### src/sv/joystick_peak_meter_with_tone_sweep_core_defines.svh
// Assertion macros shared by the joystick peak meter RTL.
// Bodies are empty when SYNTHESIS is defined; no other dependencies.
`ifndef JOYSTICK_PEAK_METER_WITH_TONE_SWEEP_CORE_DEFINES_SVH
`define JOYSTICK_PEAK_METER_WITH_TONE_SWEEP_CORE_DEFINES_SVH
`ifndef SYNTHESIS
// same-cycle implication
`define JPM_ASSERT_IMPL(lbl, clk, rstn, ante, cons, msg) \
	lbl: assert property (@(posedge clk) disable iff (!(rstn)) (ante) |-> (cons)) \
		else $error(msg);
// next-cycle implication
`define JPM_ASSERT_NEXT(lbl, clk, rstn, ante, cons, msg) \
	lbl: assert property (@(posedge clk) disable iff (!(rstn)) (ante) |=> (cons)) \
		else $error(msg);
`else
`define JPM_ASSERT_IMPL(lbl, clk, rstn, ante, cons, msg)
`define JPM_ASSERT_NEXT(lbl, clk, rstn, ante, cons, msg)
`endif
`endif

### src/sv/jpm_pkg.sv
// Shared types, constants and helper functions for the joystick peak meter.
// No dependencies; imported by every module of the block.
package jpm_pkg;

	localparam int SWEEP_STEPS_DEF = 10;

	localparam logic [1:0] OP_SAMPLE = 2'd0;
	localparam logic [1:0] OP_METER  = 2'd1;
	localparam logic [1:0] OP_POWER  = 2'd2;
	localparam logic [1:0] OP_CLEAR  = 2'd3;

	localparam logic CFG_DEADZONE = 1'b0;
	localparam logic CFG_DEBOUNCE = 1'b1;

	localparam logic [11:0] CENTER        = 12'd2048;
	localparam logic [11:0] DEADZONE_RST  = 12'd40;
	localparam logic [15:0] DEBOUNCE_RST  = 16'd400;
	localparam logic [22:0] PERIOD_MAX    = 23'h7FFFFF;

	// tone base = 200*2048 + peak*1800, peak <= 2048 -> below 2^22
	localparam int          BASE_W     = 22;
	localparam logic [21:0] BASE0      = 22'd409600;
	localparam logic [10:0] BASE_SLOPE = 11'd1800;

	localparam logic [63:0] CLK_X_CENTER = 64'd125000000 * 64'd2048;

	localparam int STEP_W_DEF = $clog2(SWEEP_STEPS_DEF + 1);
	localparam int NUM_W_DEF  = $clog2(CLK_X_CENTER * 64'(SWEEP_STEPS_DEF) + 64'd1);
	localparam int DEN_W_DEF  = BASE_W + STEP_W_DEF;

	typedef enum logic [2:0] {
		ST_IDLE,
		ST_BASE,
		ST_MUL,
		ST_DWAIT,
		ST_EMIT,
		ST_TOFF
	} state_t;

	typedef struct packed {
		logic [2:0]  level;
		logic [11:0] duty;
		logic        lamp_write;
		logic [22:0] period;
		logic        tone_on;
		logic        blank;
		logic        last;
	} res_t;

	// floor(p * 4095 / 2048)
	function automatic logic [11:0] duty_of(input logic [11:0] p);
		logic [23:0] t;
		t = {p, 12'd0} - {12'd0, p};
		return t[22:11];
	endfunction

	function automatic logic [2:0] level_of(input logic [11:0] p);
		logic [15:0] t;
		t = 16'(p) * 16'd10;
		if (t <= 16'd2048)       return 3'd0;
		else if (t <= 16'd4096)  return 3'd1;
		else if (t <= 16'd8192)  return 3'd2;
		else if (t <= 16'd12288) return 3'd3;
		else if (t <= 16'd16384) return 3'd4;
		else                     return 3'd5;
	endfunction

endpackage

### src/sv/jpm_div.sv
// Bit-serial restoring divider: one quotient bit per cycle, shifted in at the LSB.
// Depends on jpm_pkg for default widths.
module jpm_div import jpm_pkg::*; #(
	parameter int NUM_W = NUM_W_DEF,
	parameter int DEN_W = DEN_W_DEF
) (
	input  logic             clk,
	input  logic             arst_n,
	input  logic             start,
	input  logic [NUM_W-1:0] dividend,
	input  logic [DEN_W-1:0] divisor,
	output logic             done,
	output logic [NUM_W-1:0] quotient
);

	localparam int CNT_W = $clog2(NUM_W + 1);

	logic [DEN_W-1:0] den_q;
	logic [DEN_W-1:0] rem_q;
	logic [NUM_W-1:0] quo_q;
	logic [CNT_W-1:0] cnt_q;
	logic             busy_q;
	logic             done_q;

	logic [DEN_W:0]   trial;
	logic             ge;
	logic [DEN_W:0]   diff;

	assign trial = {rem_q, quo_q[NUM_W-1]};
	assign ge    = trial >= {1'b0, den_q};
	assign diff  = trial - {1'b0, den_q};

	always_ff @(posedge clk or negedge arst_n) begin
		if (!arst_n) begin
			busy_q <= 1'b0;
			done_q <= 1'b0;
			cnt_q  <= '0;
		end else begin
			done_q <= 1'b0;
			if (start) begin
				busy_q <= 1'b1;
				cnt_q  <= CNT_W'(NUM_W);
			end else if (busy_q) begin
				cnt_q <= cnt_q - CNT_W'(1);
				if (cnt_q == CNT_W'(1)) begin
					busy_q <= 1'b0;
					done_q <= 1'b1;
				end
			end
		end
	end

	always_ff @(posedge clk) begin
		if (start) begin
			den_q <= divisor;
			rem_q <= '0;
			quo_q <= dividend;
		end else if (busy_q) begin
			rem_q <= ge ? diff[DEN_W-1:0] : trial[DEN_W-1:0];
			quo_q <= {quo_q[NUM_W-2:0], ge};
		end
	end

	assign done     = done_q;
	assign quotient = quo_q;

endmodule

### src/sv/jpm_out.sv
// Output holding register for result transactions, valid/stall handshake.
// Depends on jpm_pkg for the result struct.
module jpm_out import jpm_pkg::*; (
	input  logic clk,
	input  logic arst_n,
	input  logic load,
	input  res_t d,
	input  logic stall,
	output logic free,
	output logic valid,
	output res_t q
);

	logic valid_q;
	res_t res_q;

	assign free = !valid_q || !stall;

	always_ff @(posedge clk or negedge arst_n) begin
		if (!arst_n) begin
			valid_q <= 1'b0;
		end else if (load) begin
			valid_q <= 1'b1;
		end else if (!stall) begin
			valid_q <= 1'b0;
		end
	end

	always_ff @(posedge clk) begin
		if (load) begin
			res_q <= d;
		end
	end

	assign valid = valid_q;
	assign q     = res_q;

endmodule

### src/sv/joystick_peak_meter_with_tone_sweep_core.sv
// Top level of the joystick peak meter with tone sweep: control FSM and state.
// Depends on jpm_pkg, jpm_div, jpm_out and the assertion macro header.
//
//   channel | direction | handshake          | payload
//   --------+-----------+--------------------+-------------------------------------
//   in      | in        | in_valid/in_stall  | op, sample, now_ms
//   out     | out       | out_valid/out_stall| pattern_level .. last (7 fields)
//   cfg     | in        | cfg_valid/cfg_ready| cfg_index, cfg_data
//
// Presses and plain samples give one result.
// A sample that triggers feedback at a nonzero level runs SWEEP_STEPS tone
// steps, each set by the one-bit-per-cycle divider, plus a base step and a
// tone-off result. No clearing pass after reset.
// in_stall holds while a sweep runs or the output register is full and stalled.
`include "joystick_peak_meter_with_tone_sweep_core_defines.svh"
module joystick_peak_meter_with_tone_sweep_core import jpm_pkg::*; #(
	parameter int SWEEP_STEPS = SWEEP_STEPS_DEF
) (
	input  logic        clk,
	input  logic        arst_n,
	input  logic        in_valid,
	output logic        in_stall,
	input  logic [1:0]  op,
	input  logic [11:0] sample,
	input  logic [31:0] now_ms,
	output logic        out_valid,
	input  logic        out_stall,
	output logic [2:0]  pattern_level,
	output logic [11:0] lamp_duty,
	output logic        lamp_write,
	output logic [22:0] tone_period,
	output logic        tone_on,
	output logic        outputs_blank,
	output logic        last,
	input  logic        cfg_valid,
	output logic        cfg_ready,
	input  logic        cfg_index,
	input  logic [15:0] cfg_data
);

	localparam int          STEP_W   = $clog2(SWEEP_STEPS + 1);
	localparam logic [63:0] DIVIDEND = CLK_X_CENTER * 64'(SWEEP_STEPS);
	localparam int          NUM_W    = $clog2(DIVIDEND + 64'd1);
	localparam int          DEN_W    = BASE_W + STEP_W;

	state_t state_q, state_d;

	logic [11:0] deadzone_q;
	logic [15:0] debounce_q;
	logic [11:0] peak_q;
	logic [2:0]  level_q;
	logic        req_q;
	logic        powered_q;
	logic        banner_q;
	logic [31:0] meter_t_q;
	logic [31:0] power_t_q;
	logic [31:0] clear_t_q;
	logic [BASE_W-1:0] base_q;
	logic [STEP_W-1:0] step_q;

	logic        in_fire;
	logic        out_free;
	logic        out_load;
	res_t        load_res;
	res_t        out_res;
	logic        div_start;
	logic        div_done;
	logic [NUM_W-1:0] div_quo;
	logic [DEN_W-1:0] den_c;
	logic [STEP_W-1:0] mult_c;

	logic [31:0] stamp_sel;
	logic        acc;
	logic [12:0] diff_c;
	logic [11:0] delta_c;
	logic [11:0] new_peak;
	logic        sweep_go;
	logic        last_step;
	logic [NUM_W-1:0] quo_m1;
	logic [22:0] period_c;
	res_t        item_res;

	// debounce against the stamp of the pressed button
	always_comb begin
		case (op)
			OP_METER: stamp_sel = meter_t_q;
			OP_POWER: stamp_sel = power_t_q;
			OP_CLEAR: stamp_sel = clear_t_q;
			default:  stamp_sel = 32'd0;
		endcase
	end
	assign acc = (now_ms - stamp_sel) >= {16'd0, debounce_q};

	assign diff_c   = {1'b0, sample} - {1'b0, CENTER};
	assign delta_c  = diff_c[12] ? (CENTER - sample) : diff_c[11:0];
	assign new_peak = ((delta_c >= deadzone_q) && (delta_c > peak_q)) ? delta_c : peak_q;

	assign sweep_go  = (op == OP_SAMPLE) && powered_q && req_q && (level_q != 3'd0);
	assign in_stall  = !((state_q == ST_IDLE) && out_free);
	assign in_fire   = in_valid && !in_stall;
	assign last_step = step_q == STEP_W'(SWEEP_STEPS - 1);
	assign cfg_ready = 1'b1;

	assign mult_c = STEP_W'(SWEEP_STEPS) - step_q;
	assign den_c  = base_q * mult_c;

	// period = quotient - 1, saturated to the 23-bit field
	assign quo_m1 = div_quo - NUM_W'(1);
	always_comb begin
		if (div_quo == '0) begin
			period_c = '0;
		end else if (quo_m1 > NUM_W'(PERIOD_MAX)) begin
			period_c = PERIOD_MAX;
		end else begin
			period_c = quo_m1[22:0];
		end
	end

	// single result of a press or a sample without sweep
	always_comb begin
		item_res            = '0;
		item_res.last       = 1'b1;
		item_res.level      = level_q;
		case (op)
			OP_METER: begin
				if (acc) item_res.level = level_of(peak_q);
			end
			OP_POWER: begin
				item_res.level = level_q;
			end
			OP_CLEAR: begin
				if (acc) begin
					item_res.level      = 3'd0;
					item_res.lamp_write = 1'b1;
				end
			end
			default: begin
				if (!powered_q) begin
					item_res.level      = 3'd0;
					item_res.lamp_write = 1'b1;
					item_res.blank      = 1'b1;
				end else if (req_q) begin
					// level zero feedback: lamp off
					item_res.level      = 3'd0;
					item_res.lamp_write = 1'b1;
				end else if (!banner_q) begin
					item_res.lamp_write = 1'b1;
					item_res.duty       = duty_of(peak_q);
				end
			end
		endcase
	end

	always_comb begin
		state_d = state_q;
		case (state_q)
			ST_IDLE:  if (in_fire && sweep_go) state_d = ST_BASE;
			ST_BASE:  state_d = ST_MUL;
			ST_MUL:   state_d = ST_DWAIT;
			ST_DWAIT: if (div_done) state_d = ST_EMIT;
			ST_EMIT:  if (out_free) state_d = last_step ? ST_TOFF : ST_MUL;
			ST_TOFF:  if (out_free) state_d = ST_IDLE;
			default:  state_d = ST_IDLE;
		endcase
	end

	always_comb begin
		out_load  = 1'b0;
		load_res  = '0;
		div_start = 1'b0;
		case (state_q)
			ST_IDLE: begin
				out_load = in_fire && !sweep_go;
				load_res = item_res;
			end
			ST_MUL: begin
				div_start = 1'b1;
			end
			ST_EMIT: begin
				out_load            = out_free;
				load_res.level      = level_q;
				load_res.duty       = (step_q == '0) ? duty_of(peak_q) : 12'd0;
				load_res.lamp_write = step_q == '0;
				load_res.period     = period_c;
				load_res.tone_on    = 1'b1;
			end
			ST_TOFF: begin
				out_load       = out_free;
				load_res.level = level_q;
				load_res.last  = 1'b1;
			end
			default: begin
				out_load = 1'b0;
			end
		endcase
	end

	always_ff @(posedge clk or negedge arst_n) begin
		if (!arst_n) begin
			state_q    <= ST_IDLE;
			deadzone_q <= DEADZONE_RST;
			debounce_q <= DEBOUNCE_RST;
			peak_q     <= '0;
			level_q    <= '0;
			req_q      <= 1'b0;
			powered_q  <= 1'b1;
			banner_q   <= 1'b0;
			meter_t_q  <= '0;
			power_t_q  <= '0;
			clear_t_q  <= '0;
			step_q     <= '0;
		end else begin
			state_q <= state_d;
			if (cfg_valid && cfg_ready) begin
				case (cfg_index)
					CFG_DEADZONE: deadzone_q <= cfg_data[11:0];
					CFG_DEBOUNCE: debounce_q <= cfg_data;
					default:      debounce_q <= debounce_q;
				endcase
			end
			if (in_fire) begin
				case (op)
					OP_METER: begin
						if (acc) begin
							meter_t_q <= now_ms;
							level_q   <= level_of(peak_q);
							req_q     <= 1'b1;
						end
					end
					OP_POWER: begin
						if (acc) begin
							power_t_q <= now_ms;
							powered_q <= !powered_q;
						end
					end
					OP_CLEAR: begin
						if (acc) begin
							clear_t_q <= now_ms;
							level_q   <= '0;
							peak_q    <= '0;
							req_q     <= 1'b0;
						end
					end
					default: begin
						if (!powered_q) begin
							banner_q <= 1'b0;
						end else begin
							banner_q <= 1'b1;
							step_q   <= '0;
							// level zero feedback finishes here; a sweep clears at tone-off
							if (req_q && (level_q == 3'd0)) begin
								peak_q <= '0;
								req_q  <= 1'b0;
							end else begin
								peak_q <= new_peak;
							end
						end
					end
				endcase
			end
			if ((state_q == ST_EMIT) && out_free) begin
				step_q <= step_q + STEP_W'(1);
			end
			if ((state_q == ST_TOFF) && out_free) begin
				peak_q <= '0;
				req_q  <= 1'b0;
			end
		end
	end

	always_ff @(posedge clk) begin
		if (state_q == ST_BASE) begin
			base_q <= BASE0 + BASE_W'(peak_q * BASE_SLOPE);
		end
	end

	jpm_div #(
		.NUM_W(NUM_W),
		.DEN_W(DEN_W)
	) u_div (
		.clk      (clk),
		.arst_n   (arst_n),
		.start    (div_start),
		.dividend (DIVIDEND[NUM_W-1:0]),
		.divisor  (den_c),
		.done     (div_done),
		.quotient (div_quo)
	);

	jpm_out u_out (
		.clk    (clk),
		.arst_n (arst_n),
		.load   (out_load),
		.d      (load_res),
		.stall  (out_stall),
		.free   (out_free),
		.valid  (out_valid),
		.q      (out_res)
	);

	assign pattern_level = out_res.level;
	assign lamp_duty     = out_res.duty;
	assign lamp_write    = out_res.lamp_write;
	assign tone_period   = out_res.period;
	assign tone_on       = out_res.tone_on;
	assign outputs_blank = out_res.blank;
	assign last          = out_res.last;

	`JPM_ASSERT_IMPL(a_peak_range, clk, arst_n, 1'b1, peak_q <= CENTER, "peak above center range")
	`JPM_ASSERT_NEXT(a_div_to_emit, clk, arst_n, (state_q == ST_DWAIT) && div_done, state_q == ST_EMIT, "divider result not taken")
	`JPM_ASSERT_NEXT(a_last_ends_item, clk, arst_n, out_load && load_res.last, state_q == ST_IDLE, "final result without return to idle")
	`JPM_ASSERT_IMPL(a_level_range, clk, arst_n, 1'b1, level_q <= 3'd5, "meter level above five")

endmodule
### config.mk
export PLATFORM = sky130hd
export DESIGN_NAME = joystick_peak_meter_with_tone_sweep_core
export DESIGN_NICKNAME = d
export VERILOG_FILES = /design/src/sv/jpm_pkg.sv /design/src/sv/jpm_div.sv /design/src/sv/jpm_out.sv /design/src/sv/joystick_peak_meter_with_tone_sweep_core.sv
export VERILOG_INCLUDE_DIRS = /design/src /design/src/sv
export SDC_FILE = /design/constraint.sdc
export NUM_CORES = 1
export LEC_CHECK = 0
export BUFFER_PORTS_ARGS = -buffer_cell sky130_fd_sc_hd__buf_2
export CORE_MARGIN = 1
export CORE_UTILIZATION = 35
export CTS_BUF_LIST = sky130_fd_sc_hd__clkbuf_4
export CTS_CLUSTER_SIZE = 12
export DETAILED_ROUTE_END_ITERATION = 10
export HOLD_SLACK_MARGIN = 0.12
export PLACE_DENSITY = 0.58
export SLEW_MARGIN = 30
export SYNTH_ARGS = -nofsm -noshare
export SYNTH_HDL_FRONTEND = slang
export SYNTH_SLANG_ARGS = --single-unit
### constraint.sdc
create_clock -name clk -period 11.6 [get_ports clk]
set_clock_uncertainty 0.2 [all_clocks]
set_input_delay 2.32 -clock clk [delete_from_list [all_inputs] [get_ports clk]]
set_output_delay 2.32 -clock clk [all_outputs]
set_load 0.1 [all_outputs]
# [After elaboration in Yosys (flattened, before gate mapping)]
# Cells that the tools add are included.
[classes] n_addsub=10 n_mul=3 div=0 n_lt_le_gt_ge=10 n_eq_ne=20 shifts=0 n_mux=66 bitwise=3 n_reduce_logical=48
[ops] operator="12-bit 2-to-1 mux" n=11
[ops] operator="32-bit one-hot mux with 3 select lines" n=1
[ops] operator="37-bit one-hot mux with 2 select lines" n=1
[ops] operator="23-bit 2-to-1 mux" n=2
[ops] operator="42-bit by 23-bit > comparator with 1-bit output, second input constant" n=1
[ops] operator="42-bit zero test" n=1
[ops] operator="42-bit by 1-bit subtractor with 42-bit output, second input constant" n=1
[ops] operator="3-bit 2-to-1 mux" n=13
[ops] operator="32-bit by 16-bit >= comparator with 1-bit output" n=1
[ops] operator="16-bit by 14-bit <= comparator with 1-bit output, second input constant" n=2
[ops] operator="32-bit subtractor" n=1
[ops] operator="27-bit by 26-bit >= comparator with 1-bit output" n=1
[ops] operator="22-bit by 4-bit multiplier with 26-bit output" n=1
[ops] operator="26-bit 2-to-1 mux" n=1
[ops] operator="26-bit subtractor" n=1
[ops] operator="12-bit one-hot mux with 2 select lines" n=1
[ops] operator="23-bit by 12-bit subtractor with 23-bit output" n=1
[ops] operator="19-bit by 22-bit adder with 22-bit output, first input constant" n=1
[ops] operator="1-bit 2-to-1 mux" n=22
[ops] operator="12-bit by 8-bit multiplier with 19-bit output, second input constant" n=1
[ops] operator="3-bit one-hot mux with 6 select lines" n=1
[ops] operator="16-bit by 12-bit <= comparator with 1-bit output, second input constant" n=1
[ops] operator="16-bit by 13-bit <= comparator with 1-bit output, second input constant" n=1
[ops] operator="16-bit by 15-bit <= comparator with 1-bit output, second input constant" n=1
[ops] operator="43 further kinds" n=91
[totals] regBits=316 latchBits=0 mem_bits_rw=0 mem_bits_ro=0 input_bits=68 word_cells=187 n_memories=0

# [Longest topological paths before layout]
# Gate-level depths: netlist of the first run.
[logic_depth] word_depth=10 ltp_mapped=26 depth_no_buf=23

# [Modules after synthesis]
# Synthesis of the first run repeated with hierarchy kept, for this count alone.
[hier_totals] hier_cells=2188 area_unflattened_um2=22810.6
[modules_own_cells] mod="joystick_peak_meter_with_tone_sweep_core" instances=1 cells_per_inst=1653 area_each_um2=15940.3 seq_area_each_um2=4306.6
[modules_own_cells] mod="jpm_div" instances=1 cells_per_inst=490 area_each_um2=5572.8 seq_area_each_um2=2762.6
[modules_own_cells] mod="jpm_out" instances=1 cells_per_inst=45 area_each_um2=1297.5 seq_area_each_um2=1286.2

# [Least setup slack after synthesis of the first run]
# Ideal clock, no wire load.
[synth_path] path_kind="input to register" startpoint="input op[1]" endpoint="register u_out.res_q (netlist bit u_out.q[39]), data pin" setup_ps=259 arrival_ps=7218 required_ps=11141 path_slack_ps=3923 cell_stages=26 path_buffers=3 cell_sequence="inv_1 ha_1 clkbuf_1 buf_1 a222oi_1 or2_2 ha_1 a21oi_1 nand2_1 o211a_1 o21ai_0 o21ai_0 a21o_1 a21oi_1 xnor2_1 ha_1 o21ai_0 nand4_1 nor4_1 o31a_1 nand2_1 a2111oi_2 o2111ai_1 buf_2 and3_1 a211o_1"
[synth_between] elab_chain_len=7 word_cells_on_any_way=10 classes_between="add/sub: 1; order compare: 1; eq/ne: 3; mux: 5"
[synth_lines] element="from (decl)" line_no="joystick_peak_meter_with_tone_sweep_core.sv:23" text="input logic [1:0] op,"
[synth_lines] element="2-bit equality test or 2-bit by 1-bit equality test with 1-bit output (tied branches)" line_no="joystick_peak_meter_with_tone_sweep_core.sv:85, joystick_peak_meter_with_tone_sweep_core.sv:124"
[synth_lines] element="32-bit one-hot mux with 3 select lines" line_no="joystick_peak_meter_with_tone_sweep_core.sv:85" text="case (op)"
[synth_lines] element="32-bit subtractor" line_no="joystick_peak_meter_with_tone_sweep_core.sv:92" text="assign acc = (now_ms - stamp_sel) >= {16'd0, debounce_q};"
[synth_lines] element="32-bit by 16-bit >= comparator with 1-bit output" line_no="joystick_peak_meter_with_tone_sweep_core.sv:92"
[synth_lines] element="3-bit 2-to-1 mux (on tied branches)"
[synth_lines] element="3-bit one-hot mux with 3 select lines *" line_no="joystick_peak_meter_with_tone_sweep_core.sv:124" text="case (op)"
[synth_lines] element="3-bit one-hot mux with 2 select lines *" line_no="joystick_peak_meter_with_tone_sweep_core.sv:171" text="case (state_q)"
[synth_lines] element="to (signal assigned)" line_no="jpm_out.sv:31" text="res_q <= d;"
[synth_lines] element="to (decl)" line_no="jpm_out.sv:15" text="res_t res_q;"
# Every way passes the cells marked *; elsewhere a longest branch is shown, timed or not.
# A chain may end at the register's enable or synchronous reset.

# [Worst setup path in the final report of the first run]
[layout_path] startpoint="input op[0]" endpoint="register meter_t_q[24]"
[layout_between] elab_chain_len=5 word_cells_on_any_way=7 classes_between="add/sub: 1; order compare: 1; eq/ne: 3; mux: 1; reduce/logical: 1"
[layout_lines] element="2-bit equality test or 2-bit by 1-bit equality test with 1-bit output (tied branches)" line_no="joystick_peak_meter_with_tone_sweep_core.sv:85, joystick_peak_meter_with_tone_sweep_core.sv:222"
[layout_lines] element="32-bit one-hot mux with 3 select lines" line_no="joystick_peak_meter_with_tone_sweep_core.sv:85"
[layout_lines] element="32-bit subtractor" line_no="joystick_peak_meter_with_tone_sweep_core.sv:92"
[layout_lines] element="32-bit by 16-bit >= comparator with 1-bit output" line_no="joystick_peak_meter_with_tone_sweep_core.sv:92"
[layout_lines] element="3-bit AND reduction (no source line) *"
[layout_lines] element="to (signal assigned)" line_no="joystick_peak_meter_with_tone_sweep_core.sv:225" text="meter_t_q <= now_ms;"
[layout_lines] element="to (decl)" line_no="joystick_peak_meter_with_tone_sweep_core.sv:55" text="logic [31:0] meter_t_q;"
# Marked as above.

==> results.sh, run 1 <==
export IMPL_ctsHoldBuffers=0
export IMPL_synth_compound_area_share_pct=13.4
export IMPL_cts_tree="done"
export IMPL_drc=0
export IMPL_cts_sinks=310
export IMPL_seqCellArea_um2=7850
export IMPL_cts_setup_buffers=0
export IMPL_grt_pass1_vias=16421
export IMPL_grt_max_degree=93
export IMPL_port_buffer_count=111
export IMPL_yosys_area_share_xor_xnor_pct=5.42
export IMPL_yosysTopAreaCell="dfrtp_1"
export IMPL_status="finished, final reports clean"
export IMPL_synth_top_family_by_area="adder cells"
export IMPL_fin_tns_setup_ns=0
export IMPL_drv_cap=0
export IMPL_start_util_pct=35.5
export IMPL_crit_arrival_ns=9.27
export IMPL_place_detailed_hpwl_um=36400
export IMPL_fmaxAchievable_mhz=114
export IMPL_drtAntennaViolNets=0
export IMPL_hold_class="reg -> reg"
export IMPL_cts_made_buffers=87
export IMPL_grt_pass1_wl_um=82600
export IMPL_synthSimpleGateAreaFrac_pct=13.3
export IMPL_grt_antenna_before_repair=4
export IMPL_wire_per_inst_um=15.8
export IMPL_synthMuxAreaShare_pct=9.32
export IMPL_synth_area_leaders="dfrtp_1 18%, ha_1 13%, edfxtp_1 12%"
export IMPL_gp_congestion=0.901
export IMPL_synth_area_per_cell_um2=10.0
export IMPL_cts_resized=0
export IMPL_clk_root_buffer_cell="clkbuf_4"
export IMPL_nets=2606
export IMPL_multi_input_area_um2=12700
export IMPL_dp_cells=2963
export IMPL_synth_area_um2=21400
export IMPL_die_x_um=249
export IMPL_synth_net_count=2468
export IMPL_worst_pin_slew_ns=0.945
export IMPL_grt_usage_pct=16.1
export IMPL_first_pass_iters=7
export IMPL_powerDensity_nw_per_um2=211
export IMPL_rsz0062_at_grt="no"
export IMPL_cp_start_kind="input port"
export IMPL_p_leak_nw=11.2
export IMPL_core_rowCount=90
export IMPL_crit_fanout=19
export IMPL_synthArstFlopShare_pct=51.0
export IMPL_period_minus_slack_ns=8.80
export IMPL_hold_viol=0
export IMPL_drive_above_1_share_pct=19.7
export IMPL_vias=16180
export IMPL_synth_top_area_share_pct=17.8
export IMPL_ys_warn_count=0
export IMPL_synth_fa_ha_area_share_pct=17.5
export IMPL_syn2layout_area_growth_pct=11.8
export IMPL_critPathKind="in -> reg"
export IMPL_wl_um=49300
export IMPL_end_kind="flip-flop"
export IMPL_ys_seq_area_share_pct=36.6
export IMPL_crit_required_ns=12.07
export IMPL_clkTransAtPathRegs_ns=0.07
export IMPL_ys_ff_latch=310
export IMPL_synth_cell_type_count=86
export IMPL_finalMaxSlewViolations=0
export IMPL_synth_edf_count=84
export IMPL_maxSlewHeadroom_pct=36.8
export IMPL_peakVddDrop_mv=0.120
export IMPL_cts_buffer_depth=3
export IMPL_period_share_pct=75.9
export IMPL_synthCells=2132
export IMPL_clk_latency_ns=0.85
export IMPL_dieArea_um2=62200
export IMPL_drt_initial_drc_count=806
export IMPL_grt_overflow=0
export IMPL_coreArea_um2=60400
export IMPL_setup_violations=0
export IMPL_chipHeight_um=249
export IMPL_fin_cells=3122
export IMPL_vias_per_cell=5.18
export IMPL_fill_cells=5952
export IMPL_num_io_pins=113
export IMPL_synth_ff_type="dfrtp_1"
export IMPL_htreeDepth=3
[cell families after synthesis]
group                      count (synthesis)
AOI/OAI and AO/OA                        431
xor gates and xnor gates                 131
adders and majority gates                268
buffers and inverters                    234
DFF                                      310
muxes                                    185
other                                      1
and+or+nand+nor                          572
[power by group]
part | internal (mW) | leakage [nW] | switching, mW
clock | 0.565 | 0.689 | 0.498
sequential | 1.46 | 3.29 | 0.272
combinational | 1.05 | 7.24 | 1.21
[critical path: stages]
cell	delay, ns
buf_2	0.12
inv_1	0.10
ha_1	0.77
buf_4	0.39
a222oi_1	0.09
or2_2	0.31
ha_1	0.34
a2111o_1	0.48
o21ai_0	0.28
o21ai_0	0.20
a21o_1	0.21
a21oi_1	0.17
xnor2_1	0.14
ha_1	0.26
o21ai_0	0.09
nand4_1	0.10
nor4_1	0.22
o31a_1	0.22
nand2_1	0.07
a2111oi_2	0.32
o2111ai_2	0.46
nand3_1	0.82
buf_4	0.42
mux2_2	0.37
[synthesized netlist by cell type, drive strengths merged (6+ instances only)]
library cell and n:
inv 154, a211oi 18, ha 216, a211o 6, o211ai 12, a222oi 31, dfrtp 152, and3 16
nand4 18, dfxtp 68, or3 8, and2 27, nand2 146, nand2b 39, nor2b 20, xnor2 84
o21ai 80, nand3 33, o31ai 7, nor2 149, a31oi 19, edfxtp 84, or2 38, or4 10
fa 52, nor3 35, mux2i 70, buf 25, dfstp 6, nor4 15, o21bai 10, a21oi 135
o31a 6, o21a 10, a21o 38, mux2 115, xor2 46, a22o 12, nor3b 6, clkbuf 53
[path summary, 6_finish.rpt]
check	start	slack, ns	cells past startpoint	end
min in group asynchronous	arst_n	1.36	1	clear_t_q[23]$_DFFE_PN0P_
hold / removal	u_div.rem_q[3]$_SDFFE_PP0P_	0.29	2	u_div.rem_q[3]$_SDFFE_PP0P_
setup reg to reg	clear_t_q[6]$_DFFE_PN0P_	5.14	22	meter_t_q[24]$_DFFE_PN0P_
max in group asynchronous	arst_n	8.67	2	power_t_q[1]$_DFFE_PN0P_
setup / recovery	op[0]	2.80	24	meter_t_q[24]$_DFFE_PN0P_
hold reg to reg	u_div.rem_q[3]$_SDFFE_PP0P_	0.29	2	u_div.rem_q[3]$_SDFFE_PP0P_
[per-stage QoR]
stage	worst slack, ns	area, um^2	hold WS [ns]	power, mW	util, %
floorplan	3.92	21400	0.255	3.50	-
global placement	2.03	22700	0.278	3.93	37.7
detailed placement	1.99	22800	0.284	4.01	37.7
CTS	2.87	23900	0.301	5.12	39.6
global route	2.35	23900	0.321	5.53	39.7
finish	2.80	23900	0.292	5.06	39.7
[sequential cells by signal (all words and copies together) (netlist names), 16 cells and up]
name            flops
u_div.den_q        23
u_out.q            42
u_div.rem_q        26
u_div.quotient     42
clear_t_q          32
power_t_q          32
debounce_q         16
meter_t_q          32
base_q             19
[cell type report]
cell class | instances | area share (%)
timing repair buffer | 129 | 2.94
antenna | 3 | 0.0313
inverter | 154 | 2.41
tap | 782 | 4.09
multi-input combinational | 1588 | 52.9
sequential | 310 | 32.8
clock buffer | 132 | 4.14
clock inverter | 24 | 0.705
[placed cells by master, fill, tap and decap left out, types with 46 or more instances in the layout]
| master | netlist | final |
|---|---|---|
| ha_1 | 216 | 214 |
| inv_1 | 153 | 153 |
| dfrtp_1 | 152 | 151 |
| nor2_1 | 148 | 148 |
| nand2_1 | 146 | 146 |
| a21oi_1 | 135 | 135 |
| clkbuf_4 | 0 | 132 |
| mux2_2 | 113 | 113 |
| buf_2 | 7 | 110 |
| xnor2_1 | 84 | 84 |
| edfxtp_1 | 84 | 84 |
| o21ai_0 | 78 | 77 |
| mux2i_1 | 70 | 70 |
| dfxtp_1 | 68 | 68 |
| fa_1 | 52 | 52 |
| xor2_1 | 46 | 46 |
[layer usage]
metal | wire, um | global-route usage, % | part of all wire [%] | up-vias
li1 | - | - | - | 7949
met1 | 22900 | 20.9 | 46 | 7825
met5 | 0 | 0 | 0 | -
met3 | 2100 | 3.30 | 4.3 | 87
met2 | 22900 | 26.4 | 47 | 319
met4 | 1410 | 5.86 | 2.9 | 0
Note: power is estimated with default switching activity, not from simulation.
==> run 2: changes to the inputs <==
ABC_AREA = 1   (was unset)
PLACE_DENSITY = 0.57   (was 0.58)
clock period = 8.9 ns   (was 11.6 ns; I/O delays follow)
==> results.sh, run 2 <==
export IMPL_ys_ff_latch=310
export IMPL_first_pass_iters=5
export IMPL_clk_root_buffer_cell="clkbuf_4"
export IMPL_wire_per_inst_um=14.7
export IMPL_vias=21155
export IMPL_cpPeakStageDelay_ns=0.61
export IMPL_port_buffer_count=111
export IMPL_place_detailed_hpwl_um=48200
export IMPL_vias_per_cell=4.86
export IMPL_fin_area_um2=26500
export IMPL_synth_cell_type_count=59
export IMPL_drtAntennaViolNets=0
export IMPL_synthCells=3261
export IMPL_drv_cap=0
export IMPL_finalMaxSlewViolations=0
export IMPL_hold_viol=0
export IMPL_cts_tree="done"
export IMPL_fin_tns_setup_ns=0
export IMPL_chipHeight_um=263
export IMPL_crit_arrival_ns=6.99
export IMPL_synth_area_per_cell_um2=7.30
export IMPL_period_share_pct=72.2
export IMPL_nets=3742
export IMPL_cp_top_family="simple AND/OR/NAND/NOR gates"
export IMPL_grt_pass1_wl_um=105000
export IMPL_worst_pin_slew_ns=0.961
export IMPL_dieArea_um2=69100
export IMPL_synth_area_leaders="dfrtp_1 16%, nand2_1 16%, ha_1 11%"
export IMPL_crit_fanout=66
export IMPL_synth_top_area_share_pct=16.0
export IMPL_cts_buffer_depth=3
export IMPL_rsz0062_at_grt="no"
export IMPL_cp_start_kind="input port"
export IMPL_place_area_um2=25300
export IMPL_cts_sinks=310
export IMPL_clkTransAtPathRegs_ns=0.06
export IMPL_synthArstFlopShare_pct=51.0
export IMPL_synth_net_count=3597
export IMPL_layout_commonest_cell="nand2_1"
export IMPL_drive_above_1_share_pct=9.75
export IMPL_crit_required_ns=9.46
export IMPL_crit_top_cell="nand2_1"
export IMPL_syn2layout_area_growth_pct=11.3
export IMPL_final_cell_mix="991 x nand2_1, 516 x inv_1, 222 x nor2_1"
export IMPL_grt_overflow=0
export IMPL_ys_warn_count=0
export IMPL_drt_initial_drc_count=1338
export IMPL_synth_area_um2=23800
export IMPL_ys_seq_area_share_pct=33.0
export IMPL_slowest_stage="buf_4"
export IMPL_period_minus_slack_ns=6.42
export IMPL_die_x_um=263
export IMPL_maxSlewHeadroom_pct=35.9
export IMPL_grt_antenna_before_repair=6
export IMPL_fmaxAchievable_mhz=156
export IMPL_ctsHoldBuffers=0
export IMPL_gp_congestion=0.939
export IMPL_start_util_pct=35.4
export IMPL_cp_buffers_inverters=6
export IMPL_drc=0
export IMPL_grt_max_degree=67
export IMPL_clk_latency_ns=0.88
export IMPL_cts_resized=0
export IMPL_yosysTopAreaCell="dfrtp_1"
export IMPL_htreeDepth=3
export IMPL_yosys_top_cells_count="991 x nand2_1, 516 x inv_1, 226 x nor2_1"
export IMPL_wl_um=64100
export IMPL_hold_class="reg -> reg"
export IMPL_grt_pass1_vias=20485
export IMPL_cts_made_buffers=91
export IMPL_coreArea_um2=67300
export IMPL_synth_edf_count=84
export IMPL_yosysMostFrequentCell="nand2_1"
export IMPL_setup_violations=0
export IMPL_num_io_pins=113
export IMPL_core_rowCount=95
export IMPL_cts_setup_buffers=0
export IMPL_synth_ff_type="dfrtp_1"
export IMPL_critPathKind="in -> reg"
export IMPL_grt_usage_pct=18.6
export IMPL_end_kind="flip-flop"
export IMPL_status="finished, final reports clean"
## run 2: cell types whose count changed after synthesis, moves of 65 or more
cell     change
inv_1      +363
nand2_1    +845
nor2_1      +78
mux2_2     -113
mux2i_1     -70
o21ai_1     +65
nand3_1    +133
## run 2: cell type report
cell class | instances | area (um^2)
Tap cell | 873 | 1090
Inverter | 520 | 1950
Antenna cell | 3 | 7.51
Multi-Input combinational cell | 2352 | 13600
Sequential cell | 310 | 7850
Clock inverter | 35 | 249
Fill cell | 7175 | 40800
Clock buffer | 128 | 961
Timing Repair Buffer | 131 | 732
## run 2: cells by family (layout without fill, tap and decap cells)
family,Yosys count,in the layout,share of synthesized area (%)
buffers and inverters,599,814,9.96
DFF,310,310,33.0
AOI/OAI and AO/OA,449,449,10.7
and+or+nand+nor,1523,1523,26.5
adders and majority gates,268,268,15.7
other,1,4,0.0158
xor gates and xnor gates,111,111,4.08
## run 2: worst paths after layout
| kind | slack, ns | end | start | cells past startpoint |
|---|---|---|---|---|
| worst min register to register | 0.21 | u_div.rem_q[0]$_SDFFE_PP0P_ | u_div.quotient[41]$_SDFFE_PP1P_ | 2 |
| worst max register to register | 3.12 | u_div.den_q[25]$_DFFE_PP_ | step_q[0]$_DFFE_PN0P_ | 17 |
| min in group asynchronous | 0.63 | clear_t_q[15]$_DFFE_PN0P_ | arst_n | 1 |
| max in group asynchronous | 6.64 | deadzone_q[9]$_DFFE_PN0P_ | arst_n | 2 |
| worst max-delay path | 2.48 | clear_t_q[25]$_DFFE_PN0P_ | op[0] | 28 |
| worst min-delay path | 0.21 | u_div.rem_q[0]$_SDFFE_PP0P_ | u_div.quotient[41]$_SDFFE_PP1P_ | 2 |
## run 2: metrics by stage
step | hold WS [ns] | setup WS, ns | util [%] | std cells
2_1_floorplan | 0.230 | 3.21 | - | 3261
3_3_place_gp | 0.242 | 1.82 | 37.5 | 4185
3_5_place_dp | 0.254 | 1.70 | 37.5 | 4186
4_1_cts | 0.220 | 2.60 | 39.3 | 4349
5_1_grt | 0.249 | 2.03 | 39.4 | 4351
6_report | 0.207 | 2.48 | 39.4 | 4352
## run 2: routing by layer
metal / vias up / track usage [%] / wire [um]
met5: - / 0 / 26
met1: 9735 / 25.4 / 30800
met2: 472 / 29.7 / 28300
met3: 122 / 3.40 / 3510
li1: 10822 / - / -
met4: 4 / 5.83 / 1500
## run 2: tightest hold or removal path: cells and delay by family, from the launching register on
family                 cells  cell delay (ns)
buffers and inverters      1             0.05
DFF                        1             0.32
AOI/OAI and AO/OA          1             0.06
Power of run 2 is not shown: default switching activity piles up to over one toggle a cycle in this logic, so the estimate is an artifact.
